### config.mk
export PLATFORM = sky130hd
export DESIGN_NAME = tone_sweep_generator
export DESIGN_NICKNAME = d
export VERILOG_FILES = /design/src/sv/tsg_pkg.sv /design/src/sv/tsg_divider.sv /design/src/sv/tone_sweep_generator.sv
export SDC_FILE = /design/constraint.sdc
export NUM_CORES = 1
export LEC_CHECK = 0
export BUFFER_PORTS_ARGS = -buffer_cell sky130_fd_sc_hd__buf_2
export CELL_PAD_IN_SITES_DETAIL_PLACEMENT = 1
export CELL_PAD_IN_SITES_GLOBAL_PLACEMENT = 2
export CORE_UTILIZATION = 36
export CTS_CLUSTER_SIZE = 40
export DETAILED_ROUTE_END_ITERATION = 12
export PLACE_DENSITY_LB_ADDON = 0.3
export SLEW_MARGIN = 20
export SYNTH_ARGS = -nofsm -noshare
export SYNTH_HDL_FRONTEND = slang
export SYNTH_SLANG_ARGS = --single-unit
### constraint.sdc
create_clock -name clock -period 7.05 [get_ports clock]
set_clock_uncertainty 0.15 [all_clocks]
set_input_delay 0.3525 -clock clock [delete_from_list [all_inputs] [get_ports clock]]
set_output_delay 0.3525 -clock clock [all_outputs]
set_load 0.02 [all_outputs]
### src/sv/tsg_pkg.sv
// Shared types, widths and constants for the tone sweep generator.
// Depends on nothing; imported by tsg_divider, tone_sweep_generator and its testbench.
package tsg_pkg;

   localparam int KNOB_W   = 8;
   localparam int PERIOD_W = 11;
   localparam int DWELL_W  = 9;
   localparam int NUM_W    = 15;
   localparam int SQ_W     = 2 * KNOB_W;

   localparam logic [PERIOD_W-1:0] PERIOD_BASE = PERIOD_W'(65);
   localparam logic [NUM_W-1:0]    DWELL_BASE  = NUM_W'(1397);
   localparam logic [KNOB_W-1:0]   INDEX_TOP   = KNOB_W'(255);

   // Handshake status of the iterative divider.
   typedef struct packed {
      logic busy;
      logic done;
   } div_status_type;

   // Half period in microseconds for a pitch code: (k*k >> 6) + 65 + k.
   function automatic logic [PERIOD_W-1:0] pitch_of(input logic [KNOB_W-1:0] k);
      logic [SQ_W-1:0] sq;
      sq = {{KNOB_W{1'b0}}, k} * {{KNOB_W{1'b0}}, k};
      return PERIOD_W'(sq[SQ_W-1:6]) + PERIOD_BASE + PERIOD_W'(k);
   endfunction

endpackage

### src/sv/tsg_divider.sv
// Restoring divider, one quotient bit per cycle, for the dwell length.
// Depends on tsg_pkg (widths, div_status_type).
module tsg_divider (
   input  logic                          clock,
   input  logic                          reset,
   input  logic                          start,
   input  logic [tsg_pkg::NUM_W-1:0]     dividend,
   input  logic [tsg_pkg::PERIOD_W-1:0]  divisor,
   output logic [tsg_pkg::DWELL_W-1:0]   quotient,
   output tsg_pkg::div_status_type       status
);
   import tsg_pkg::*;

   localparam int DSR_W = PERIOD_W + DWELL_W - 1;
   localparam int CNT_W = $clog2(DWELL_W);

   logic                busy_ff, busy_in;
   logic                done_ff, done_in;
   logic [CNT_W-1:0]    count_ff, count_in;
   logic [NUM_W-1:0]    rem_ff, rem_in;
   logic [DSR_W-1:0]    dsr_ff, dsr_in;
   logic [DWELL_W-1:0]  quo_ff, quo_in;
   logic                fits;

   assign fits = {{(DSR_W-NUM_W){1'b0}}, rem_ff} >= dsr_ff;

   always_comb begin
      busy_in  = busy_ff;
      done_in  = 1'b0;
      count_in = count_ff;
      rem_in   = rem_ff;
      dsr_in   = dsr_ff;
      quo_in   = quo_ff;
      if (start) begin
         busy_in  = 1'b1;
         count_in = CNT_W'(DWELL_W - 1);
         rem_in   = dividend;
         dsr_in   = {divisor, {(DWELL_W-1){1'b0}}};
         quo_in   = '0;
      end else if (busy_ff) begin
         // subtract the shifted divisor where it fits
         if (fits) begin
            rem_in = rem_ff - dsr_ff[NUM_W-1:0];
         end
         quo_in = {quo_ff[DWELL_W-2:0], fits};
         dsr_in = dsr_ff >> 1;
         if (count_ff == '0) begin
            busy_in = 1'b0;
            done_in = 1'b1;
         end else begin
            count_in = count_ff - 1'b1;
         end
      end
   end

   always_ff @(posedge clock) begin
      if (reset) begin
         busy_ff <= 1'b0;
         done_ff <= 1'b0;
      end else begin
         busy_ff <= busy_in;
         done_ff <= done_in;
      end
      count_ff <= count_in;
      rem_ff   <= rem_in;
      dsr_ff   <= dsr_in;
      quo_ff   <= quo_in;
   end

   assign quotient    = quo_ff;
   assign status.busy = busy_ff;
   assign status.done = done_ff;

endmodule

### src/sv/tone_sweep_generator.sv
// Tone sweep generator: one knob sample set per transaction, zero or one toggle out.
// Transaction while a sweep runs or arms: accept, divisor, divide steps until done, mirrored
// pitch, commit, toggle registered at commit. Plain tone while idle: accept, rate pitch, commit.
// No new set is taken before commit. Commit holds while a toggle is due and the last still waits.
// Reset (synchronous, active high): sweep idle, pitch index 255, pin low, no result.
// Depends on tsg_pkg and tsg_divider.
module tone_sweep_generator (
   input  logic        clock,
   input  logic        reset,
   // req_tdata: [7:0] rate_knob, [15:8] first_knob, [23:16] second_knob
   input  logic        req_tvalid,
   output logic        req_tready,
   input  logic [23:0] req_tdata,
   // req_tuser: [0] continuous_mode
   input  logic        req_tuser,
   // rsp_tdata: [10:0] half_period_us, [11] tone_level, [15:12] zero
   output logic        rsp_tvalid,
   input  logic        rsp_tready,
   output logic [15:0] rsp_tdata
);
   import tsg_pkg::*;

   typedef enum logic [2:0] {
      S_IDLE,
      S_CONT,
      S_DIVISOR,
      S_DIVIDE,
      S_MIRROR,
      S_COMMIT
   } state_type;

   state_type             state_ff, state_in;

   // latched transaction and per-item sweep parameters
   logic [KNOB_W-1:0]     rate_ff, rate_in;
   logic                  cont_ff, cont_in;
   logic [KNOB_W-1:0]     start_ff, start_in;
   logic [KNOB_W-1:0]     end_ff, end_in;
   logic [KNOB_W-1:0]     mirror_ff, mirror_in;
   logic [PERIOD_W-1:0]   next_period_ff, next_period_in;

   // architectural sweep state
   logic                  active_ff, active_in;
   logic [KNOB_W-1:0]     pitch_idx_ff, pitch_idx_in;
   logic [DWELL_W-1:0]    dwell_cnt_ff, dwell_cnt_in;
   logic [PERIOD_W-1:0]   period_ff, period_in;
   logic                  pin_ff, pin_in;

   // result register
   logic                  rsp_valid_ff, rsp_valid_in;
   logic [PERIOD_W-1:0]   rsp_half_ff, rsp_half_in;
   logic                  rsp_level_ff, rsp_level_in;

   logic [KNOB_W-1:0]     knob_rate, knob_a, knob_b;
   logic [KNOB_W-1:0]     pitch_arg;
   logic [PERIOD_W-1:0]   pitch_val;
   logic [NUM_W-1:0]      dividend;
   logic                  div_start;
   logic [DWELL_W-1:0]    dwell_len;
   div_status_type        div_status;
   logic                  emits, out_free;
   logic [DWELL_W-1:0]    dwell_next;
   logic [KNOB_W-1:0]     idx_next;

   assign knob_rate = req_tdata[7:0];
   assign knob_a    = req_tdata[15:8];
   assign knob_b    = req_tdata[23:16];

   assign req_tready = (state_ff == S_IDLE);

   // One pitch evaluator, shared: rate knob for a plain tone, else current index, then mirrored index.
   always_comb begin
      unique case (state_ff)
         S_CONT:    pitch_arg = rate_ff;
         S_DIVISOR: pitch_arg = pitch_idx_ff;
         default:   pitch_arg = mirror_ff;
      endcase
   end
   assign pitch_val = pitch_of(pitch_arg);

   // dwell numerator: (rate << 6) + 1397
   assign dividend  = NUM_W'({rate_ff, 6'b0}) + DWELL_BASE;
   assign div_start = (state_ff == S_DIVISOR);

   tsg_divider u_div (
      .clock    (clock),
      .reset    (reset),
      .start    (div_start),
      .dividend (dividend),
      .divisor  (pitch_val),
      .quotient (dwell_len),
      .status   (div_status)
   );

   // A toggle comes out of every item except the one that arms a sweep.
   assign emits      = active_ff || cont_ff;
   assign out_free   = !rsp_valid_ff || rsp_tready;
   assign dwell_next = dwell_cnt_ff + 1'b1;
   assign idx_next   = pitch_idx_ff + 1'b1;

   always_comb begin
      state_in       = state_ff;
      rate_in        = rate_ff;
      cont_in        = cont_ff;
      start_in       = start_ff;
      end_in         = end_ff;
      mirror_in      = mirror_ff;
      next_period_in = next_period_ff;
      active_in      = active_ff;
      pitch_idx_in   = pitch_idx_ff;
      dwell_cnt_in   = dwell_cnt_ff;
      period_in      = period_ff;
      pin_in         = pin_ff;
      rsp_half_in    = rsp_half_ff;
      rsp_level_in   = rsp_level_ff;
      rsp_valid_in   = rsp_valid_ff && !rsp_tready;

      unique case (state_ff)
         S_IDLE: begin
            if (req_tvalid) begin
               rate_in = knob_rate;
               cont_in = req_tuser;
               // sweep range and mirrored index from the knobs and the current index
               if (knob_a == knob_b) begin
                  start_in  = '0;
                  end_in    = INDEX_TOP;
                  mirror_in = pitch_idx_ff;
               end else if (knob_a < knob_b) begin
                  start_in  = knob_a;
                  end_in    = knob_b;
                  mirror_in = pitch_idx_ff;
               end else begin
                  start_in  = knob_b;
                  end_in    = knob_a;
                  mirror_in = INDEX_TOP - pitch_idx_ff;
               end
               state_in = (!active_ff && req_tuser) ? S_CONT : S_DIVISOR;
            end
         end
         S_CONT: begin
            next_period_in = pitch_val;
            state_in       = S_COMMIT;
         end
         S_DIVISOR: begin
            state_in = S_DIVIDE;
         end
         S_DIVIDE: begin
            if (div_status.done) begin
               state_in = S_MIRROR;
            end
         end
         S_MIRROR: begin
            next_period_in = pitch_val;
            state_in       = S_COMMIT;
         end
         S_COMMIT: begin
            // hold here while a toggle is due and the result register is still full
            if (!emits || out_free) begin
               state_in = S_IDLE;
               if (!active_ff && cont_ff) begin
                  // plain tone
                  period_in    = next_period_ff;
                  pin_in       = !pin_ff;
                  rsp_valid_in = 1'b1;
                  rsp_half_in  = next_period_ff;
                  rsp_level_in = !pin_ff;
               end else if (!active_ff) begin
                  // arm: jump to range start, no toggle
                  pitch_idx_in = start_ff;
                  dwell_cnt_in = '0;
                  if (start_ff < end_ff) begin
                     period_in = next_period_ff;
                     active_in = 1'b1;
                  end
               end else begin
                  // sweep step: toggle, then advance the dwell and maybe the index, or stop on the mode bit
                  pin_in       = !pin_ff;
                  rsp_valid_in = 1'b1;
                  rsp_half_in  = period_ff;
                  rsp_level_in = !pin_ff;
                  dwell_cnt_in = dwell_next;
                  if (cont_ff) begin
                     active_in = 1'b0;
                  end else if (dwell_next >= dwell_len) begin
                     pitch_idx_in = idx_next;
                     if (idx_next < end_ff) begin
                        period_in    = next_period_ff;
                        dwell_cnt_in = '0;
                     end else begin
                        active_in = 1'b0;
                     end
                  end
               end
            end
         end
         default: begin
            state_in = S_IDLE;
         end
      endcase
   end

   always_ff @(posedge clock) begin
      if (reset) begin
         state_ff     <= S_IDLE;
         active_ff    <= 1'b0;
         pitch_idx_ff <= INDEX_TOP;
         dwell_cnt_ff <= '0;
         period_ff    <= '0;
         pin_ff       <= 1'b0;
         rsp_valid_ff <= 1'b0;
      end else begin
         state_ff     <= state_in;
         active_ff    <= active_in;
         pitch_idx_ff <= pitch_idx_in;
         dwell_cnt_ff <= dwell_cnt_in;
         period_ff    <= period_in;
         pin_ff       <= pin_in;
         rsp_valid_ff <= rsp_valid_in;
      end
      rate_ff        <= rate_in;
      cont_ff        <= cont_in;
      start_ff       <= start_in;
      end_ff         <= end_in;
      mirror_ff      <= mirror_in;
      next_period_ff <= next_period_in;
      rsp_half_ff    <= rsp_half_in;
      rsp_level_ff   <= rsp_level_in;
   end

   assign rsp_tvalid = rsp_valid_ff;
   assign rsp_tdata  = {4'b0, rsp_level_ff, rsp_half_ff};

endmodule

==> impl_metrics.toml, run 1 <==
[cts]
cts_tree = "done"
clk_pin_slew_ns = 0.06
clk_latency_ns = 0.43
cts_buffer_depth = 2
clkSinkCount = 139
numCtsBuffers = 17
cts_max_level = 4
root_buffer = "clkbuf_16"

[grt]
grt-ovfl-total = 0
grt_pass1_vias = 7428
grt_max_degree = 51
grt_pass1_wl_mm = 38.4
antenna_found_initial = 0
grt_usage_pct = 18.2

[critical_path]
max_stage_delay_ns = 0.54
worstSetupStartpointType = "flop"
cp.required_ns = 7.07
crit_type = "reg2reg"
worstSetupEndpointType = "flop"
worstPathMaxFanout = 9
cp_slowest_cell = "fa_1"
crit_arrival_ns = 6.77

[drt]
firstDrtPassIters = 8
vias_per_cell = 5.10
drtIter0Drc = 387
wl_per_cell_um = 16.5
drt-total-wl_mm = 23.5
drc_errors = 2
drtAntennaViolNets = 0
vias = 7255

[synthesis]
synthesis.area_um2 = 9620
ys_ff_latch = 139
synth_compound_area_share_pct = 13.2
synth_xor_xnor_area_share_pct = 5.19
yosysSeqAreaShare_pct = 37.5
async_reset_ff_share_pct = 0
yosysTopAreaCellShare_pct = 25.6
netlist_top_cells_area = "edfxtp_1 26%, ha_1 12%, dfxtp_1 12%"
synth.avg_cell_area_um2 = 9.54
yosys.area_share.simple_pct = 14.8
synth_cell_types = 66
synth_top_family_by_area = "adder cells"
synth-adder-area-share_pct = 17.8
yosys.area.top_type = "edfxtp_1"
ys.warnings.count = 0
muxShareOfSynthArea_pct = 5.36
synth_edf_count = 82
synth_cells = 1008
synth_top_flop_cell = "edfxtp_1"

[flow_run]
drv_cap = 0

[floorplan]
ios = 47
die_y_um = 165
dieArea_um2 = 27400
start_util_pct = 36.8
die_w_um = 165
num_rows = 59
core_area_um2 = 26100

[sta]
period_needed_ns = 6.74
worst_pin_slew_ns = 1.03
hold_ws_ns = 0.0258
fmax_ghz = 0.148
slew_headroom_pct = 31.0
setup_viol = 0
tns_ns = 0
worst_slack_ns = 0.305
slew_violations = 0
finalCritPeriodShare_pct = 95.7
hold_violations = 0

[placed_design]
place.gp.congestion = 0.831
post-dp-hpwl_mm = 17.9
post_dp_cell_area_um2 = 10300
pre_cts_slack_ns = -0.0515
port_buffers = 42

[final_layout]
layout-drive-gt1-share_pct = 14.7
antennaDiodeCount = 0
layout.nets = 1226
areaGrowthSynthToFinish_pct = 15.6
post-route-cell-area_um2 = 11100

[hold_path]
hold_class = "in2reg"

[run_status]
status = "finished with violations"
violations = "DRC"
-- routing by layer --
layer | GRT usage (%) | part of all wire (%) | vias to the layer above
met3 | 2.50 | 2.4 | 25
met5 | 0 | 0 | -
li1 | - | - | 3632
met4 | 5.74 | 1.8 | 0
met1 | 24.9 | 49 | 3513
met2 | 29.5 | 46 | 85
-- critical path, delay by kind of cell (launching register included) --
family	cells	cell delay (ns)
xor+xnor	3	0.42
fa+ha+maj	6	2.25
compound gates	8	1.81
simple gates	5	0.72
flops	1	0.38
buf+inv	6	0.74
-- area by class of cell --
type                       count  area, um2
timing repair buffer          87        568
tap                          335        419
sequential                   139       3610
inverter                     107        402
clock buffer                  17        425
multi-input combinational    724       5520
clock inverter                14        169
fill                        3020      15000
-- per-stage QoR --
| stage | instances | utilization (%) |
|---|---|---|
| finish | 1423 | 42.6 |
| global route | 1423 | 42.6 |
| CTS | 1420 | 42.2 |
| detailed placement | 1381 | 39.5 |
| global placement | 1381 | 39.5 |
| floorplan | 1011 | - |
-- cell families after synthesis --
| group | count (synthesis) |
|---|---|
| AOI/OAI and AO/OA | 186 |
| xor gates and xnor gates | 57 |
| adders and majority gates | 121 |
| buffers and inverters | 148 |
| DFF | 139 |
| muxes | 50 |
| other | 1 |
| and+or+nand+nor | 306 |
-- timing repair --
action | CTS | global route
hold buffers | 7 | 1
cloned | 0 | 0
pin swaps | 1 | 4
setup endpoints to repair | 3 | 11
resized for setup | 3 | 21
buffers inserted | 1 | 2
endpoints found under the hold margin | 7 | 1
-- sequential cells by signal (all words and copies together) (netlist names) --
register,count
state_ff,3
period_ff,11
u_div.rem_ff,15
dwell_cnt_ff,9
cont_ff,1
active_ff,1
rsp_level_ff,1
u_div.done_ff,1
pin_ff,1
rsp_half_ff,11
mirror_ff,8
start_ff,8
rate_ff,8
u_div.quotient,9
pitch_idx_ff,8
rsp_tvalid,1
end_ff,8
u_div.count_ff,4
u_div.busy_ff,1
next_period_ff,11
u_div.dsr_ff,19
-- cells in the final DEF (no fill, tap or decap), types with 18 or more instances in the layout --
master / instances
xnor2_1: 38
nor2_1: 109
a21oi_1: 33
dfxtp_1: 54
buf_4: 37
ha_1: 95
o21ai_0: 36
inv_1: 107
nand2_1: 79
xor2_1: 18
buf_2: 42
mux2i_1: 38
edfxtp_1: 82
fa_1: 26
nand3_1: 23
-- synth_stat cells, types with 6 or more instances --
| master | number |
|---|---|
| a21oi_1 | 34 |
| nor2_1 | 111 |
| buf_2 | 7 |
| and2_1 | 6 |
| a31oi_1 | 6 |
| nand2_1 | 79 |
| o211ai_1 | 11 |
| o21a_1 | 7 |
| xor2_1 | 18 |
| a22oi_1 | 7 |
| o22ai_1 | 9 |
| o22a_1 | 8 |
| inv_1 | 107 |
| dfxtp_1 | 57 |
| mux2_2 | 12 |
| a21o_1 | 17 |
| buf_4 | 7 |
| ha_1 | 95 |
| edfxtp_1 | 82 |
| nand2b_1 | 15 |
| or2_2 | 8 |
| nor2b_1 | 13 |
| xnor2_1 | 39 |
| fa_1 | 26 |
| nor3_1 | 18 |
| and3_1 | 11 |
| o21ai_0 | 39 |
| nand3_1 | 23 |
| mux2i_1 | 38 |
| clkbuf_1 | 23 |
-- final timing paths --
| kind | start | end | slack (ns) | depth (start not counted) |
|---|---|---|---|---|
| setup / recovery | state_ff[0] | u_div.dsr_ff[18] | 0.31 | 28 |
| setup reg to reg | state_ff[0] | u_div.dsr_ff[18] | 0.31 | 28 |
| hold reg to reg | pin_ff | rsp_level_ff | 0.32 | 1 |
| hold / removal | req_tdata[2] | rate_ff[2] | 0.03 | 1 |
Power of run 1 is not shown: default switching activity piles up to over one toggle a cycle in this logic, so the estimate is an artifact.
==> inputs of run 2 (changes only) <==
RECOVER_POWER = 100   (was default)
==> run 2 against run 1 <==
  * The flow still finishes with violations (DRC)
  * Die area stayed put
  * Highest routed layer unchanged
  * Critical path depth decreased by 3
  * Critical path type unchanged
  * Via count increased by 0.33%
==> impl_metrics.toml, run 2 (same netlist as run 1, synthesis figures left out) <==
[drt]
vias_per_cell = 5.12
drtIter0Drc = 403
vias = 7279
firstDrtPassIters = 9
drc_errors = 2
drt-total-wl_mm = 23.6
maxUsedRoutingLayer = "met4"
wl_met1_mm = 11.7
dr_wl_met2_mm = 11.0
drtAntennaViolNets = 0
wl_per_cell_um = 16.5
wl_met3_um = 490

[critical_path]
worstSetupStartpointType = "flop"
crit_type = "reg2reg"
cp.required_ns = 7.07
crit_arrival_ns = 6.77
rr_startpoint = "state_ff[1]"
worstPathMaxFanout = 7
crit_start = "state_ff[1]"
worstSetupEndpointType = "flop"

[run_status]
violations = "DRC"
status = "finished with violations"

[floorplan]
start_util_pct = 36.8
num_rows = 59
ios = 47
dieArea_um2 = 27400
die_y_um = 165
die_w_um = 165
core_area_um2 = 26100

[grt]
grt_pass1_wl_mm = 38.4
grt-ovfl-total = 0
grt_max_degree = 51
antenna_found_initial = 0
grt_pass1_vias = 7428
grt_usage_pct = 18.2

[sta]
setup_viol = 0
fmax_ghz = 0.148
hold_violations = 0
slew_violations = 0
slew_headroom_pct = 27.0
period_needed_ns = 6.75
finalCritPeriodShare_pct = 95.8
worst_pin_slew_ns = 1.10
hold_ws_ns = 0.109

[cts]
clkSinkCount = 139
clk_latency_ns = 0.42
cts_tree = "done"
clk_pin_slew_ns = 0.06
cts_buffer_depth = 2
numCtsBuffers = 17
cts_max_level = 4
root_buffer = "clkbuf_16"

[final_layout]
areaGrowthSynthToFinish_pct = 15.3
layout_commonest_cell = "nor2_1"
layout_common_cells = "109 x nor2_1, 107 x inv_1, 95 x ha_1"
final_cells = 1423
largest_registers = "u_div.dsr_ff x19, u_div.rem_ff x15"
largest_register_ffs = 19
antennaDiodeCount = 0
regMostFlops = "u_div.dsr_ff"
multiInputGateArea_um2 = 5520
layout.nets = 1226
fill_cells = 3031
register_area_um2 = 3610
layout-drive-gt1-share_pct = 12.6

[placed_design]
place.gp.congestion = 0.831
dpl.cell_count = 1381
port_buffers = 42
post-dp-hpwl_mm = 17.9

[flow_run]
drv_cap = 0

[hold_path]
hold_class = "in2reg"
hp-start = "req_tdata[8]"
[run 2: final cells by class]
type,instances,share of cell area [%]
Inverter,107,3.62
Multi-Input combinational cell,724,49.8
Clock buffer,17,3.84
Clock inverter,14,1.52
Sequential cell,139,32.6
Timing Repair Buffer,87,4.84
Tap cell,335,3.78
[run 2: routing by layer]
layer	vias to the layer above	GRT usage [%]
li1	3631	-
met4	0	5.74
met1	3540	24.9
met2	89	29.5
met3	19	2.50
met5	-	0
[run 2: path summary, 6_finish.rpt]
path                                         end  slack [ns]  cells past startpoint
worst min register to register      rsp_level_ff        0.32                      1
worst min-delay path                   end_ff[0]        0.11                      3
worst max-delay path            u_div.dsr_ff[18]        0.30                     25
worst max register to register  u_div.dsr_ff[18]        0.30                     25
[run 2: worst max-delay path, cell delays in order, from the launching register on]
cell and delay, ns:
dfxtp_4 0.38, nand2b_4 0.18, o22a_1 0.25, o21a_1 0.25, buf_4 0.16, or2_2 0.31, fa_1 0.42, inv_1 0.08
fa_1 0.41, ha_1 0.33, fa_1 0.48, ha_1 0.33, o21a_1 0.19, o21ai_0 0.29, a32oi_1 0.15, a31oi_2 0.23
buf_4 0.15, xnor2_1 0.10, ha_1 0.25, ha_1 0.35, a21oi_2 0.19, o21ai_1 0.11, o41ai_2 0.35, nor2b_1 0.08
o21a_1 0.19, and2_1 0.13
[run 2: metrics by stage]
stage          TNS (ns)  setup WS [ns]  util, %  area [um2]
5_1_grt         -0.0527        -0.0370     42.4       11100
3_5_place_dp    -0.0535        -0.0515     39.5       10300
2_1_floorplan         0         0.0508        -        9630
4_1_cts               0         0.0799     42.2       11000
3_3_place_gp          0         0.0854     39.5       10300
6_report              0          0.299     42.4       11100
[run 2: timing repair]
| item | 4_1_cts | 5_1_grt |
|---|---|---|
| gates resized for setup | 3 | 21 |
| hold buffers | 7 | 1 |
| pin swaps | 1 | 4 |
| endpoints found under the setup margin | 3 | 11 |
| endpoints found under the hold margin | 7 | 1 |
| buffers inserted | 1 | 2 |
Power of run 2 is left out for the same reason.
